$ cat src/hw/rtl/lcf_pkg.sv
package lcf_pkg;

  localparam int ADDR_W  = 32;
  localparam int DATA_W  = 64;
  localparam int STATE_W = 3;
  localparam int SLOT_W  = 3;

  // in_tdata: addr, fill_data, fill_state
  localparam int IN_FIELDS_W  = ADDR_W + DATA_W + STATE_W;
  localparam int IN_TDATA_W   = ((IN_FIELDS_W + 7) / 8) * 8;
  // out_tdata: hit, read_data, slot, writeback_valid, writeback_addr, writeback_data
  localparam int OUT_FIELDS_W = 1 + DATA_W + SLOT_W + 1 + ADDR_W + DATA_W;
  localparam int OUT_TDATA_W  = ((OUT_FIELDS_W + 7) / 8) * 8;

  // coherence state codes; codes above ST_M are stored but never readable
  localparam logic [STATE_W-1:0] ST_I = 3'd0;
  localparam logic [STATE_W-1:0] ST_S = 3'd1;
  localparam logic [STATE_W-1:0] ST_E = 3'd2;
  localparam logic [STATE_W-1:0] ST_O = 3'd3;
  localparam logic [STATE_W-1:0] ST_M = 3'd4;

  localparam logic OP_READ = 1'b0;
  localparam logic OP_FILL = 1'b1;

  // request token walking down the row of lines
  typedef struct packed {
    logic                vld;
    logic                op;
    logic [ADDR_W-1:0]   addr;
    logic [DATA_W-1:0]   fill_data;
    logic [STATE_W-1:0]  fill_state;
    logic                match_seen;   // an upstream line already matched addr
    logic                hit_seen;     // an upstream line already gave a read hit
    logic [DATA_W-1:0]   hit_data;
    logic [SLOT_W-1:0]   hit_slot;
  } tok_t;

  // update broadcast to every line at the end of the walk
  typedef struct packed {
    logic                commit;
    logic                fill;
    logic                no_match;
    logic [ADDR_W-1:0]   addr;
    logic [DATA_W-1:0]   fill_data;
    logic [STATE_W-1:0]  fill_state;
  } cmd_t;

  // per-line view returned to the top level
  typedef struct packed {
    logic                tgt;
    logic [STATE_W-1:0]  state;
    logic [ADDR_W-1:0]   addr;
    logic [DATA_W-1:0]   data;
  } line_t;

  function automatic logic readable(input logic [STATE_W-1:0] s);
    return (s == ST_S) || (s == ST_E) || (s == ST_O) || (s == ST_M);
  endfunction

endpackage

$ cat src/hw/rtl/lcf_cell.sv
module lcf_cell #(
  parameter int WAYS = 8,
  parameter int IDX  = 0,
  parameter int IDX_W = $clog2(WAYS)
) (
  input  logic               clk,
  input  logic               rst_n,
  input  lcf_pkg::tok_t      tok_i,
  input  logic               take_i,
  output lcf_pkg::tok_t      tok_o,
  input  lcf_pkg::cmd_t      cmd_i,
  input  logic [IDX_W-1:0]   tr_i,
  output logic [IDX_W-1:0]   rank_o,
  output lcf_pkg::line_t     line_o
);
  import lcf_pkg::*;

  logic [DATA_W-1:0]  data_r,  data_nxt;
  logic [ADDR_W-1:0]  addr_r,  addr_nxt;
  logic [STATE_W-1:0] state_r, state_nxt;
  logic [IDX_W-1:0]   rank_r,  rank_nxt;
  logic               first_r, first_nxt;
  tok_t               tok_r,   tok_nxt;
  logic               match;
  logic               tgt;

  assign match = (tok_i.addr == addr_r);
  // target: lowest matching line, else the least recently filled line (rank zero is unique)
  assign tgt   = cmd_i.no_match ? (rank_r == '0) : first_r;

  always_comb begin
    tok_nxt   = tok_r;
    first_nxt = first_r;
    if (tok_i.vld) begin
      tok_nxt   = tok_i;
      first_nxt = match && !tok_i.match_seen;
      if (match)
        tok_nxt.match_seen = 1'b1;
      if (tok_i.op == OP_READ && match && readable(state_r) && !tok_i.hit_seen) begin
        tok_nxt.hit_seen = 1'b1;
        tok_nxt.hit_data = data_r;
        tok_nxt.hit_slot = SLOT_W'(IDX);
      end
    end else if (take_i) begin
      tok_nxt.vld = 1'b0;
    end
  end

  always_comb begin
    data_nxt  = data_r;
    addr_nxt  = addr_r;
    state_nxt = state_r;
    rank_nxt  = rank_r;
    if (cmd_i.commit && cmd_i.fill) begin
      if (tgt) begin
        data_nxt  = cmd_i.fill_data;
        addr_nxt  = cmd_i.addr;
        state_nxt = cmd_i.fill_state;
        rank_nxt  = IDX_W'(WAYS - 1);
      end else if (rank_r >= tr_i && rank_r != '0) begin
        rank_nxt = rank_r - 1'b1;
      end
    end
  end

  always_ff @(posedge clk) begin
    if (!rst_n) begin
      data_r    <= '0;
      addr_r    <= '0;
      state_r   <= ST_I;
      rank_r    <= IDX_W'(IDX);
      first_r   <= 1'b0;
      tok_r     <= '0;
    end else begin
      data_r    <= data_nxt;
      addr_r    <= addr_nxt;
      state_r   <= state_nxt;
      rank_r    <= rank_nxt;
      first_r   <= first_nxt;
      tok_r     <= tok_nxt;
    end
  end

  assign tok_o  = tok_r;
  assign rank_o = rank_r;
  assign line_o = '{tgt: tgt, state: state_r, addr: addr_r, data: data_r};

endmodule
$ cat config.mk
export PLATFORM = sky130hd
export DESIGN_NAME = lcf_cell
export DESIGN_NICKNAME = d
export VERILOG_FILES = /design/src/hw/rtl/lcf_pkg.sv /design/src/hw/rtl/lcf_cell.sv
export SDC_FILE = /design/constraint.sdc
export NUM_CORES = 1
export LEC_CHECK = 0
export BUFFER_PORTS_ARGS = -buffer_cell sky130_fd_sc_hd__buf_2
export CAP_MARGIN = 40
export CORE_AREA = 2 2 212 214
export CTS_CLUSTER_SIZE = 12
export DETAILED_ROUTE_END_ITERATION = 16
export DIE_AREA = 0 0 214 216
export HOLD_SLACK_MARGIN = 0.05
export PLACE_DENSITY = 0.6
export SYNTH_ARGS = -nofsm -noshare
export SYNTH_HDL_FRONTEND = slang
export SYNTH_SLANG_ARGS = --single-unit
$ cat constraint.sdc
create_clock -name clk -period 2 [get_ports clk]
set_input_delay 0.3 -clock clk [delete_from_list [all_inputs] [get_ports clk]]
set_output_delay 0.3 -clock clk [all_outputs]
set_load 0.005 [all_outputs]
# --- Yosys cells after proc, flatten, opt, wreduce, memory -nomap -nowiden ---
# Cells that the tools add are included.
word_totals:
  in_bits: 278
  register_bits: 273
  word_cells: 46
  output_inout_bits: 273
classes:
  reduce_logical: 17
  n_lt_le_gt_ge: 1
  n_mux: 7
  eq_ne: 5
  add_sub_neg: 1
  n_bitwise: 1
ops:
  columns: ["cell", "count"]
  rows:
  - ["68-bit two-way mux", 1]
  - ["32-bit == test", 1]
  - ["3-bit by 2-bit == test with 1-bit output (second input constant)", 2]
  - ["1-bit logical AND", 6]
  - ["3-bit two-way mux", 2]
  - ["1-bit two-way mux", 4]
  - ["2-bit AND reduction", 2]
  - ["2-bit nonzero test", 2]
  - ["3-bit by 1-bit == test with 1-bit output (second input constant)", 1]
  - ["3-bit == test (second input constant)", 1]
  - ["3-bit greater-or-equal comparator", 1]
  - ["3-bit zero test", 1]
  - ["1-bit logical OR", 3]
  - ["3-bit nonzero test", 1]
  - ["3-bit by 1-bit subtractor with 3-bit output (second input constant)", 1]
  - ["1-bit zero test", 2]
  - ["1-bit inverter", 1]

# --- Logic depth before layout (Yosys ltp) ---
# Gate-level depths: netlist of run 1.
depth:
  word_depth: 7
  ltp_mapped: 10
  depth_no_buf: 8

# --- Worst setup path after synthesis of run 1 ---
# No wires, ideal clock.
synth_timing:
  path_type: "reg-to-reg"
  from: "register rank_r[0], in the netlist rank_o[0]"
  to: "register data_r[10]"
  n_path_buf: 2
  stages_incl_launch_ff: 11
  t_required_ns: 1.924
  setup_time_ns: 0.076
  synth_period_minus_slack_ns: 1.873
  path_slack_ns: 0.127
  arrival_ns: 1.797
  cell_sequence: "dfxtp_1 inv_1 ha_1 nor2b_1 mux2i_1 inv_1 nand3_1 buf_2 buf_2 nand2_1 a21boi_0"
synth_via:
  elab_chain_cells: 3
synth_lines:
  columns: ["item", "line_no", "source"]
  rows:
  - ["start, declared", "lcf_cell.sv:21", "logic [IDX_W-1:0] rank_r, rank_nxt;"]
  - ["start signal, assigned", "lcf_cell.sv:71", "rank_r <= IDX_W'(IDX);"]
  - ["start signal, assigned", "lcf_cell.sv:78", "rank_r <= rank_nxt;"]
  - ["3-bit zero test", "lcf_cell.sv:29", "assign tgt = cmd_i.no_match ? (rank_r == '0) : first_r;"]
  - ["1-bit two-way mux", "lcf_cell.sv:29", null]
  - ["net tgt", "lcf_cell.sv:25", "logic tgt;"]
  - ["2-bit AND reduction (no line)", null, null]
  - ["end signal, assigned", "lcf_cell.sv:75", "data_r <= data_nxt;"]
  - ["end, declared", "lcf_cell.sv:18", "logic [DATA_W-1:0] data_r, data_nxt;"]
# The timed path passes the listed nets, and every way through them passes these cells.
# A chain may end at the register's enable or synchronous reset.

# --- Worst setup path in the final report of run 1 ---
layout_timing:
  from: "input port tok_i[166] in the netlist's numbering"
  to: "register tok_r (netlist bit tok_o[40])"
layout_via:
  elab_chain_cells: 5
layout_lines:
  columns: ["item", "line_no", "source"]
  rows:
  - ["start, declared", "lcf_cell.sv:8", "input lcf_pkg::tok_t tok_i,"]
  - ["32-bit == test", "lcf_cell.sv:27", "assign match = (tok_i.addr == addr_r);"]
  - ["1-bit logical AND (3 in a row)", "lcf_cell.sv:39", "if (tok_i.op == OP_READ && match && readable(state_r) && !tok_i.hit_seen) begin"]
  - ["68-bit two-way mux", "lcf_cell.sv:39", null]
  - ["end signal, assigned", "lcf_cell.sv:80", "tok_r <= tok_nxt;"]
  - ["end, declared", "lcf_cell.sv:23", "tok_t tok_r, tok_nxt;"]
# No other way between the ends.

==> results of run 1 <==
==> routing by layer <==
layer,part of all wire (%),track usage [%]
met5,0,0
met4,3.8,8.14
met3,6.1,3.88
met2,50,36.1
met1,40,23.0
==> power breakdown <==
group / internal [W] / switching, W / leakage [nW]
Clock: 0.00301 / 0.00223 / 0.445
Combinational: 0.00124 / 0.00106 / 6.25
Sequential: 0.00574 / 0.000175 / 2.25
Total: 0.00999 / 0.00347 / 8.94
==> cell usage after synthesis, types with 25 or more instances <==
master                       n
sky130_fd_sc_hd__buf_2      25
sky130_fd_sc_hd__nor2b_1   101
sky130_fd_sc_hd__a31oi_1    65
sky130_fd_sc_hd__o31ai_2    30
sky130_fd_sc_hd__a21oi_1    67
sky130_fd_sc_hd__a21boi_0  100
sky130_fd_sc_hd__o31ai_1    34
sky130_fd_sc_hd__nor3b_1    64
sky130_fd_sc_hd__dfxtp_1   273
sky130_fd_sc_hd__mux2i_1   101
sky130_fd_sc_hd__xor2_1     32
sky130_fd_sc_hd__o21ai_0    66
sky130_fd_sc_hd__nand2_1   205
sky130_fd_sc_hd__clkbuf_1   81
==> repair_timing <==
| item | CTS | global route |
|---|---|---|
| cloned | 0 | 14 |
| endpoints found under the setup margin | 111 | 78 |
| resized for setup | 17 | 119 |
| endpoints found under the hold margin | 255 | 0 |
| buffers inserted | 5 | 5 |
| pin swaps | 2 | 44 |
| hold buffers | 255 | 0 |
==> layout by cell type, fill, tap and decap left out, types with 2 or more instances in the layout <==
cell type and n:
sky130_fd_sc_hd__a21boi_0 99, sky130_fd_sc_hd__a21boi_1 5, sky130_fd_sc_hd__a21oi_1 57, sky130_fd_sc_hd__a21oi_2 10, sky130_fd_sc_hd__a31oi_1 64, sky130_fd_sc_hd__buf_12 21, sky130_fd_sc_hd__buf_16 4, sky130_fd_sc_hd__buf_2 540
sky130_fd_sc_hd__buf_4 56, sky130_fd_sc_hd__buf_6 11, sky130_fd_sc_hd__buf_8 3, sky130_fd_sc_hd__clkbuf_1 9, sky130_fd_sc_hd__clkbuf_16 41, sky130_fd_sc_hd__clkbuf_8 3, sky130_fd_sc_hd__clkinv_2 5, sky130_fd_sc_hd__dfxtp_1 267
sky130_fd_sc_hd__dfxtp_2 6, sky130_fd_sc_hd__dlygate4sd3_1 254, sky130_fd_sc_hd__ha_1 4, sky130_fd_sc_hd__inv_1 4, sky130_fd_sc_hd__inv_2 4, sky130_fd_sc_hd__mux2i_1 100, sky130_fd_sc_hd__nand2_1 205, sky130_fd_sc_hd__nand2b_1 2
sky130_fd_sc_hd__nand4_1 2, sky130_fd_sc_hd__nor2_1 2, sky130_fd_sc_hd__nor2b_1 100, sky130_fd_sc_hd__nor3b_1 64, sky130_fd_sc_hd__nor4_1 5, sky130_fd_sc_hd__nor4_2 4, sky130_fd_sc_hd__o21ai_0 66, sky130_fd_sc_hd__o311a_1 2
sky130_fd_sc_hd__o311ai_4 2, sky130_fd_sc_hd__o31a_1 2, sky130_fd_sc_hd__o31ai_2 29, sky130_fd_sc_hd__o31ai_4 35, sky130_fd_sc_hd__xor2_1 30
==> sequential cells by signal, indices dropped and copies added, names as in the netlist <==
| register | flops |
|---|---|
| first_r | 1 |
| tok_o | 170 |
| data_r | 64 |
| addr_r | 32 |
| state_r | 3 |
| rank_o | 3 |
==> layout make-up <==
class / instances / share of cell area, %
clock inverter: 7 / 0.313
sequential: 273 / 26.8
tap: 592 / 3.63
inverter: 8 / 0.147
timing repair buffer: 901 / 32.5
clock buffer: 42 / 4.10
multi-input combinational: 909 / 32.4
==> logic make-up (layout without fill, tap and decap cells) <==
kind of cell,Yosys count,count (layout)
DFF,273,273
muxes,101,101
buffers and inverters,138,958
AOI/OAI and AO/OA,375,375
xor gates and xnor gates,32,32
and+or+nand+nor,396,396
adders and majority gates,5,5
==> stage by stage <==
step | setup WS, ps | cells | hold WS [ps] | setup TNS, ps
after floorplan | 127 | 1320 | 436 | 0
after global placement | -335 | 2412 | 458 | -17730
after detailed placement | -398 | 2412 | 456 | -20770
after CTS | -13.6 | 2720 | 53.0 | -13.6
after global routing | -76.5 | 2732 | 71.4 | -2540
final | -15.4 | 2732 | 73.7 | -58.0
==> how the worst max path moves through the flow <==
stage                     cells past startpoint  slack [ps]       start         end
after floorplan                              10         130   rank_o[0]  data_r[10]
after global placement                        7        -330  tok_i[167]    tok_o[0]
after detailed placement                      7        -400  tok_i[167]    tok_o[0]
after CTS                                     7         -10  addr_r[26]    tok_o[0]
after global routing                          9         -80   addr_r[4]   tok_o[45]
final                                        11         -20  tok_i[166]   tok_o[40]
==> worst max-delay path, delay by kind of cell <==
| family | cells | cell delay (ps) |
|---|---|---|
| XOR/XNOR | 1 | 150 |
| AND/OR/NAND/NOR | 2 | 330 |
| AO/OA/AOI/OAI | 2 | 300 |
| buffers and inverters | 6 | 1360 |
==> results.txt, run 1 <==
- The multi-input combinational cells in the finished layout cover a total of 6620 um2.
- Portion of the post-synthesis area used by sequential elements: 45.4%
- Cell taking the most area after synthesis: sky130_fd_sc_hd__dfxtp_1
- Initial antenna violation count: 1
- The later pin in the worst-skew pair is clocked with a latency of 570 ps.
* Hold path start: tok_i[151]
* Worst R2R Start: addr_r[13]
- Failing checks: setup timing
- Final Cell Area: around 20000 um2
- #FFs+latches synth: 273
* Syn. warnings: 0
- Number of inserted diodes: 0
- Worst rel slew slack: 64.7%
* Total count of hold-check failures in the final report: 0
* Post-synth design cell area: 12000 um2
- Number of cells on the worst hold path: 3
- Crit Path Class: in2reg
* Ys async rst share: 0%
* Post-detailed-placement half-perimeter wirelength: 32.0 mm
* Number of synthesized flops with an enable pin: 0
- For the worst flop-to-flop path, the logic depth is 9.
- Across the VDD grid, the largest voltage drop is 0.628 mV.
- For this run, the leading register cell type out of synthesis is sky130_fd_sc_hd__dfxtp_1.
* Max-cap violation count: 0
* Startpoint type of the worst setup path: input pin
* Largest fanout on the critical path: 8
- Synthesis-to-layout area growth: 69.5%
- Worst Slack Setup Final: -15.4 ps
* Reg2reg setup slack: 10 ps
* Cell at the slowest stage of the critical path: sky130_fd_sc_hd__dlygate4sd3_1
- Of the available clock period, the critical path in the final layout requires 101%.
* Final setup fails: 5
* Mux contribution to synthesized area: 8.40%
- Mean area per synthesized cell: 9.12 um2
- At the worst endpoint, the required time is around 2400 ps.
* GP Congestion: 0.832
- Global-route usage over all layers: 20.0%
* Placeable core region: 43800 um2
- Once the floorplan was initialized, standard cells occupied 27.5% of the core.
- Dividing the detail-routed wire length by the instance count gives roughly 19 um.
* Library cells used by synthesis: 38
* Post-route antenna net violation count: 0
- The smallest clock period supported by the final layout is computed as 2020 ps.
- Sort of element at the end of the critical path: register
* Sink count of the clock tree: 273
- Number of levels the H-tree was split into: 1
- In this run the horizontal extent of the chip is 214 um.
* Worst hold endpoint: tok_o[151]
- The detailed router finished its first iteration with around 750 violations.
- Number of placement rows: 77
- The min-delay analysis places its worst path in the category in2reg.
* Upper clock frequency limit: approximately 500 MHz
- Xor/xnor share of the synthesized area: 2.33%
- After synthesis, the largest family of logic cells by area is compound AO/OA/AOI/OAI gates.
- The die covers 46200 um2.
- The die is 216 um tall.
* I/O Buffers: 550
* Ratio of cells with drive above 1 in the final layout: 36.9%
- DRC Markers: 0
- Leakage Power: 8.94 nW
- No sink is reached through more buffers than the 3 on the longest clock path.
* R2r endpoint: tok_o[40]
- Cells fill 46.6% of the core in the end.
- The cell sitting at the root of the clock tree is a sky130_fd_sc_hd__clkbuf_16.
- Synthesized-area fraction occupied by and/or/nand/nor cells: around 17%
- First-pass iteration count of the detailed router: 5
- Area of placed instances: 15800 um2
- Synthesized net count: 1603
- Seq. cell area: 5470 um2
- Global-route wire length before repair: 74.7 mm
- Final Slew Violations: 0
* Power Density: 659 nW/um2
- Summed over all layers, the routed wires come to 51.8 mm.
* Post-Route Skew: 17.3 ps
- CTS tree: yes
- Clock-pin slew was measured on the worst setup and hold paths at roughly 60 ps.
- Total power for the finished layout comes to 0.0135 W.
- For the pin with the worst max-slew slack, the measured transition is 529 ps.
* Number of global-route vias before repair: 13458
* RSZ-0062 raised after global routing: true
- Pin count of the biggest net entering global routing: 80
* Final global-route overflow total: 0
* Maximum single-stage delay on the critical path: 550 ps
- I/O pin count: 551
- Fill cells in the final layout number 4029.
- Worst path cell trace: dlygate4sd3_1 -> buf_2 -> xor2_1 -> nor4_1 -> buf_4 -> nand4_1 -> buf_6 -> buf_12 -> clkbuf_16 -> o31ai_2 -> a21oi_1
- Synthesis handed over a netlist of between 1000 and 1500 instances.
* Vias: approximately 13000
- By area the synthesized netlist is led by sky130_fd_sc_hd__dfxtp_1 45%, sky130_fd_sc_hd__mux2i_1 8.4%, sky130_fd_sc_hd__nand2_1 6.4%.
- The flow ran to the end, but the final reports show violations.
* Inserted Clock Buffers: 30
- Yosys top cell area share: 45.4%
- Summing the areas of all compound-gate instances in the mapped netlist gives 21.3% of the synthesized area.
- Data arrival time of the worst path: around 2500 ps
- Routed via count divided by cell count: 4.82
* Arithmetic-cell share of the synthesized area counting full adders, half adders and majority gates: 0.520%
- The net count of the finished layout is 2406.
Power figures use the tool's default switching activity.
==> inputs of run 2 (changes only) <==
--- a/config.mk
+++ b/config.mk
@@ -7,10 +7,10 @@
 export LEC_CHECK = 0
 export BUFFER_PORTS_ARGS = -buffer_cell sky130_fd_sc_hd__buf_2
 export CAP_MARGIN = 40
-export CORE_AREA = 2 2 212 214
+export CORE_AREA = 3 3 213 215
 export CTS_CLUSTER_SIZE = 12
 export DETAILED_ROUTE_END_ITERATION = 16
-export DIE_AREA = 0 0 214 216
+export DIE_AREA = 0 0 216 218
 export HOLD_SLACK_MARGIN = 0.05
 export PLACE_DENSITY = 0.6
 export SYNTH_ARGS = -nofsm -noshare
==> results.txt, run 2 (synthesis results as in run 1) <==
- Least-Margin Pin Slew: between 700 and 800 ps
- Failing checks: setup timing
- Vias: about 13000
* First-pass iteration count of the detailed router: 6
* 1st-iter DRT viols: 922
* Crit Path Class: in2reg
- Of all nets on the critical path, the largest fanout is 9.
- Cells fill 46.8% of the core in the end.
* Maximum clock insertion buffer count: 3
- Final period utilization: 103%
- The worst pin sits at a relative slew slack of 51.3%.
- Synthesis-to-layout area growth: 70.9%
- Upper clock frequency limit: 487 MHz
* Initial Utilization: 27.4%
- 0 antenna diodes ended up in the layout.
- The worst hold path terminates at tok_o[167].
- For the worst setup path, the data arrival time is 2500 ps.
- In the final layout, the multi-input gates occupy roughly 6600 um2.
* Fin nets: 2407
* Die Wd: 216 um
* Period minus WS final: 2050 ps
- The slowest stage of the critical path is the sky130_fd_sc_hd__dlygate4sd3_1 cell.
- Walking the worst path, the cells encountered are dlygate4sd3_1 -> buf_2 -> xor2_1 -> nor4_2 -> nand4_1 -> buf_12 -> clkbuf_16 -> o31ai_2 -> a21oi_1.
- Summed over all layers, the routed wires come to 55.4 mm.
* Routed via count divided by cell count: 4.91
* CTS tree: yes
- Power Density: 683 nW/um2
* Post-detailed-placement half-perimeter wirelength: 32.6 mm
- Worst Slack Setup Final: -53.3 ps
- The congestion estimate from routability-driven global placement came to just over 0.8.
- Final setup fails: 20
* Routed length per placed instance: a little over 20 um
- In the final layout, the share of cells above drive strength 1 is 37.0%.
* Number of cells on the worst hold path: 3
- Sink count of the clock tree: 273
- R2r endpoint: tok_o[14]
- Highest-count cells in the layout ignoring fill and taps: 545 x sky130_fd_sc_hd__buf_2, 265 x sky130_fd_sc_hd__dfxtp_1, 261 x sky130_fd_sc_hd__dlygate4sd3_1
* Post-route antenna net violation count: 0
* Final total negative setup slack: -334 ps
* Global-route usage over all layers: 19.7%
* Number of levels the H-tree was split into: 1
* Number of cells on the worst reg-to-reg path: 8
* Clock Tree Root: sky130_fd_sc_hd__clkbuf_16
- Max-cap violation count: 0
- In this run the register-to-register setup slack is -50 ps.
* Global-route wire length before repair: 75.3 mm
- In the routed design, unresolved DRC markers number 0.
- Clock-pin slew was measured on the worst setup and hold paths at 60 ps.
- Entering global routing, the biggest net connects 120 pins.
- The floorplan step defined a die boundary enclosing 47100 um2.
* Worst R2R Start: addr_r[12]
- STA puts the critical path data required time at 2450 ps.
- Most common cell after layout, fill and taps aside: sky130_fd_sc_hd__buf_2
- The worst hold path belongs to the class in2reg.
- Sort of element at the end of the critical path: register
- The startpoint identified for the worst hold timing path is tok_i[167].
* CP delay by family, top: buffers and inverters
* Startpoint type of the worst setup path: input pin
- Summed over all cells, the static leakage comes to 9.03 nW.
- I/O pin count: 551
- Final Slew Violations: 0
* Post-Route Skew: 9.62 ps
* Initial antenna violation count: 0
- Die boundary height: 218 um
- The register with the most flip-flops in the layout has 170 of them.
* Total count of hold-check failures in the final report: 0
- The via count of the first global-routing pass is approximately 13000.
- Seq. cell area: roughly 5500 um2
- Max IR drop VDD: 0.558 mV
- Placement Setup Slack: -444 ps
* Placeable core region: 43900 um2
- Number of placement rows: 77
- Insertion delay of the later-clocked pin in the worst-skew pair: 570 ps
* Final global-route overflow total: 0
* RSZ-0062 raised after global routing: true
* Layout filler cell count: 4054
* Number of buffers and inverters on the critical path: 4
- Clock tree synthesis inserted a total of 31 buffers.
* Status: finished with violations
- The design draws 0.0141 W.
- I/O Buffers: 550
* Maximum single-stage delay on the critical path: 550 ps
## run 2: timing repair
action,4_1_cts,5_1_grt
buffers inserted,5,7
gates resized for setup,34,110
cloned,0,24
pin swaps,2,14
setup endpoints to repair,71,163
hold endpoints to repair,262,0
hold buffers,262,0
## run 2: routing by layer
layer / up-vias / track usage (%) / wire length, um
met5: - / 0 / 0
met4: 0 / 6.96 / 1490
met3: 110 / 3.46 / 3650
met2: 609 / 36.1 / 27900
met1: 6490 / 23.1 / 22300
li1: 6220 / - / -
## run 2: worst min-delay path, stage by stage
cell	delay (ps)
sky130_fd_sc_hd__buf_2	120
sky130_fd_sc_hd__mux2i_1	90
sky130_fd_sc_hd__nor2b_1	110
## run 2: layout make-up
cell class | count | area share (%)
Multi-Input combinational cell | 909 | 31.9
Sequential cell | 273 | 26.6
Tap cell | 592 | 3.60
Inverter | 8 | 0.164
Clock inverter | 9 | 0.584
Clock buffer | 44 | 4.30
Timing Repair Buffer | 901 | 32.9
## run 2: per-stage QoR
stage	hold WS [ps]	instances	cell area, um2
6_report	95.8	2736	20600
5_1_grt	93.1	2736	20600
4_1_cts	58.9	2708	19500
3_5_place_dp	456	2388	15600
3_3_place_gp	442	2388	15600
2_1_floorplan	436	1320	12000
## run 2: report_power, final
part / internal [W] / switching (W) / total, W
Clock: 0.00342 / 0.00235 / 0.00577
Combinational: 0.00126 / 0.00110 / 0.00236
Sequential: 0.00574 / 0.000185 / 0.00592
Total: 0.0104 / 0.00364 / 0.0141
## run 2: worst max path at each step
| stage | cells after the start | startpoint | slack (ps) | endpoint |
|---|---|---|---|---|
| after detailed placement | 8 | tok_i[165] | -440 | tok_o[0] |
| after floorplan | 10 | rank_o[0] | 130 | data_r[10] |
| after CTS | 8 | addr_r[13] | -30 | tok_o[1] |
| final | 9 | tok_i[155] | -50 | tok_o[14] |
| after global routing | 11 | tok_i[141] | -130 | tok_o[14] |
| after global placement | 8 | tok_i[165] | -400 | tok_o[0] |
